===== src/rtl/core/pfa_pkg.sv =====
// ============================================================================
// Packed field array package
// Shared widths, operation and status codes, channel payloads and the
// control bundles that pass between the sequencer, the word memory and the
// top level.
// ============================================================================
package pfa_pkg;

   // Storage geometry.
   localparam int unsigned WORD_BITS       = 64;
   localparam int unsigned BLOCK_WORDS_DEF = 32;
   localparam int unsigned COUNT_LIMIT     = 4094;

   // Field widths.
   localparam int unsigned MODE_W   = 2;
   localparam int unsigned INDEX_W  = 12;
   localparam int unsigned VALUE_W  = 64;
   localparam int unsigned WIDTH_W  = 7;
   localparam int unsigned STATUS_W = 2;
   localparam int unsigned COUNT_W  = 12;

   // A bit position is index times width; its upper bits name a word.
   localparam int unsigned BITPOS_W = 19;
   localparam int unsigned SHAMT_W  = 6;
   localparam int unsigned WADDR_W  = BITPOS_W - SHAMT_W;

   localparam logic [WIDTH_W-1:0] WIDTH_RESET = 7'd8;

   // Operation codes.
   localparam logic [MODE_W-1:0] MODE_READ   = 2'd0;
   localparam logic [MODE_W-1:0] MODE_WRITE  = 2'd1;
   localparam logic [MODE_W-1:0] MODE_INSERT = 2'd2;
   localparam logic [MODE_W-1:0] MODE_DELETE = 2'd3;

   // Status codes.
   localparam logic [STATUS_W-1:0] STAT_OK    = 2'd0;
   localparam logic [STATUS_W-1:0] STAT_RANGE = 2'd1;
   localparam logic [STATUS_W-1:0] STAT_FULL  = 2'd2;
   localparam logic [STATUS_W-1:0] STAT_EMPTY = 2'd3;

   typedef struct packed {
      logic [MODE_W-1:0]  mode;
      logic [INDEX_W-1:0] index;
      logic [VALUE_W-1:0] value;
   } req_payload_type;

   typedef struct packed {
      logic [VALUE_W-1:0]  read_value;
      logic [STATUS_W-1:0] status;
      logic [COUNT_W-1:0]  element_count;
   } rsp_payload_type;

   // Width register update as seen by the sequencer.
   typedef struct packed {
      logic               update;
      logic [COUNT_W-1:0] cap_new;
   } cfg_type;

   // One read and one write per cycle into the word memory.
   typedef struct packed {
      logic                 rd_en;
      logic [WADDR_W-1:0]   rd_addr;
      logic                 wr_en;
      logic [WADDR_W-1:0]   wr_addr;
      logic [WORD_BITS-1:0] wr_data;
   } ram_cmd_type;

endpackage


===== src/rtl/core/pfa_word_ram.sv =====
// ============================================================================
// Packed field array word memory
// Synchronous memory with one write and one registered read per cycle.
// ============================================================================
module pfa_word_ram #(
   parameter int unsigned DEPTH  = pfa_pkg::BLOCK_WORDS_DEF,
   parameter int unsigned ADDR_W = $clog2(DEPTH)
) (
   input  logic                           clock,
   input  pfa_pkg::ram_cmd_type           cmd,
   output logic [pfa_pkg::WORD_BITS-1:0]  rd_data
);

   logic [pfa_pkg::WORD_BITS-1:0] mem_ff [DEPTH];
   logic [pfa_pkg::WORD_BITS-1:0] rd_data_ff;

   always_ff @(posedge clock) begin
      if (cmd.wr_en) begin
         mem_ff[cmd.wr_addr[ADDR_W-1:0]] <= cmd.wr_data;
      end
      if (cmd.rd_en) begin
         rd_data_ff <= mem_ff[cmd.rd_addr[ADDR_W-1:0]];
      end
   end

   assign rd_data = rd_data_ff;

endmodule


===== config.mk =====
export PLATFORM = sky130hd
export DESIGN_NAME = pfa_word_ram
export DESIGN_NICKNAME = d
export VERILOG_FILES = /design/src/rtl/core/pfa_pkg.sv /design/src/rtl/core/pfa_word_ram.sv
export SDC_FILE = /design/constraint.sdc
export NUM_CORES = 2
export LEC_CHECK = 0
export BUFFER_PORTS_ARGS = -buffer_cell sky130_fd_sc_hd__buf_2
export CORE_MARGIN = 10
export CORE_UTILIZATION = 40
export CTS_BUF_LIST = sky130_fd_sc_hd__clkbuf_16
export CTS_CLUSTER_DIAMETER = 100
export DETAILED_ROUTE_END_ITERATION = 8
export MAX_ROUTING_LAYER = met4
export PLACE_DENSITY = 0.53
export REMOVE_ABC_BUFFERS = 1
export SYNTH_ARGS = -nofsm -noshare
export SYNTH_HDL_FRONTEND = slang
export SYNTH_SLANG_ARGS = --single-unit

===== constraint.sdc =====
create_clock -name clock -period 7.5 [get_ports clock]
set_clock_uncertainty 0.1 [all_clocks]
set_input_delay 1.125 -clock clock [delete_from_list [all_inputs] [get_ports clock]]
set_output_delay 1.125 -clock clock [all_outputs]
set_load 0.02 [all_outputs]

==> impl_metrics.json <==
{
  "synth_common_cells": "edfxtp_1 (2112), mux4_2 (602), mux2_2 (74)",
  "vias": 35000,
  "drtPass1Iterations": 5,
  "start_util": 0.403,
  "fp-row-count": 163,
  "grt_overflow": 0,
  "yosys_warnings": 0,
  "holdBufCountCts": 0,
  "vdd_drop_max_mv": 0.271,
  "hold_viol_final": 0,
  "die_w_um": 466,
  "cts_buffers": 214,
  "drive_gt1_frac": 0.341,
  "dp_hpwl_um": 91000,
  "path_class": "input pin to flop",
  "clockRootBuffer": "clkbuf_16",
  "ys_async_sr_fraction": 0,
  "drt-vias-per-instance": 5.64,
  "ys_seq_area_frac": 0.797,
  "cts_setup_buffers": 0,
  "design_area_um2": 91100,
  "cts_max_path_buffers": 3,
  "maxSlewHeadroom": 0.276,
  "setup_ws_ns": 4.11,
  "whs_ns": 0.656,
  "p_per_area_nw_per_um2": 273,
  "wl_per_cell_um": 32.2,
  "first_global_vias": 37100,
  "yosysTopAreaCell": "edfxtp_1",
  "clkTransAtPathRegs_ns": 0.06,
  "timing.fmax_mhz": 295,
  "coreArea_um2": 198000,
  "fp.dieArea_um2": 217000,
  "drcViolationCount": 0,
  "synthCells": 3097,
  "dpl.cell_count": 5787,
  "synth_area_um2": 79600,
  "layout.cells.non_filler": 6205,
  "cp_max_fo": 27,
  "post_dp_cell_area_um2": 84100,
  "gp_congestion": 0.697,
  "ios": 157,
  "cts_sinks": 2112,
  "cp.arrival_ns": 3.73,
  "postSynthAreaPerCell_um2": 25.7,
  "p_leak_nw": 28.2,
  "synth.most_common_cell": "edfxtp_1",
  "fin_nets": 3456,
  "fin_crit_sh": 0.452,
  "cp-end-kind": "flop",
  "rsz0062_at_grt": "no",
  "worstMarginPinSlew_ns": 1.09,
  "synth_area_leaders": "edfxtp_1 (80%), mux4_2 (17%), mux2_2 (1.0%)",
  "die_h_um": 466,
  "required_ns": 7.84,
  "area_growth_pct": 14.5,
  "clk_latency_ns": 0.85,
  "cts_resized": 0,
  "drt-initial-drc-count": 3527,
  "cts_tree": "yes",
  "fin_crit_ns": 3.39,
  "min_path_type": "input pin to flop",
  "synth_edf_count": 2112,
  "outcome": "finished clean",
  "io_buffers": 140,
  "grt_max_degree": 116,
  "cp-start-kind": "input pin",
  "synth_top_flop_cell": "edfxtp_1",
  "ff2ff_setup_slack_ns": 5.42,
  "tns_ns": 0,
  "slew_viol_final": 0,
  "ys_types": 30,
  "antenna_found_initial": 31,
  "antenna_left": 0,
  "synth_top_area_share": 0.797,
  "grt_pass1_wl_um": 283000,
  "cap_violations": 0,
  "post-place-ws_ns": 3.16,
  "grt.total_usage": 0.189,
  "cts_max_level": 4,
  "synth-seq-cells": 2112,
  "setup-violations-final": 0,
  "routed_wl_um": 200000
}
## kinds of logic after synthesis
kind of cell | synth area share
simple gates | 0.00376
flops | 0.797
compound gates | 0.00462
buf+inv | 0.00937
mux | 0.186
## layer usage
layer | track usage | routed length, um
met5 | - | 0
met4 | 0.0436 | 4120
met3 | 0.0313 | 11700
met2 | 0.312 | 102000
met1 | 0.246 | 82300
## flip-flops by register name, indices dropped and copies added (netlist names)
signal   cells
rd_data     64
mem_ff    2048
## layout by cell type (no fill, tap or decap), drive strengths merged, types with 5 or more instances in the layout
cell    netlist  routed
a221oi       12      12
buf         101     206
bufinv        0      23
clkbuf       55     214
clkinv        0     109
diode         0      18
edfxtp     2112    2112
inv           1      51
mux2         74      74
mux2i        38      38
mux4        602     602
nand3b        5       5
nor2         41      41
o21ai         9       9
o22ai        10      10
## report_power, final
| part | leakage [nW] | switching [W] | internal (W) |
|---|---|---|---|
| Clock | 3.57 | 0.00449 | 0.00599 |
| Sequential | 19.1 | 0.0000468 | 0.0132 |
| Combinational | 5.55 | 0.000663 | 0.000482 |
## final timing paths
check,start,end,depth (start not counted)
setup reg to reg,mem_ff[15][30],rd_data[30],3
hold reg to reg,mem_ff[20][46],rd_data[46],4
setup / recovery,cmd[64],mem_ff[2][47],4
hold / removal,cmd[25],mem_ff[8][25],1
## final cells by class
type                            count  area, um2
Clock buffer                      214       5360
Clock inverter                    186       1630
Tap cell                         2640       3300
Fill cell                       15900     107000
Inverter                            1       3.75
Multi-Input combinational cell    828      15700
Sequential cell                  2112      63400
Timing Repair Buffer              206       1680
Antenna cell                       18       45.0
## worst max-delay path, cell delays in order
cell and delay (ns):
buf_2 0.12, nand3b_1 0.69, nor2_4 1.06, buf_4 0.68
## per-stage QoR
stage | total power [W] | utilization
after floorplan | 0.0140 | -
after global placement | 0.0146 | 0.425
after detailed placement | 0.0146 | 0.425
after CTS | 0.0251 | 0.461
after global routing | 0.0257 | 0.461
final | 0.0248 | 0.461
No activity file was read; power rests on OpenSTA's default activity.
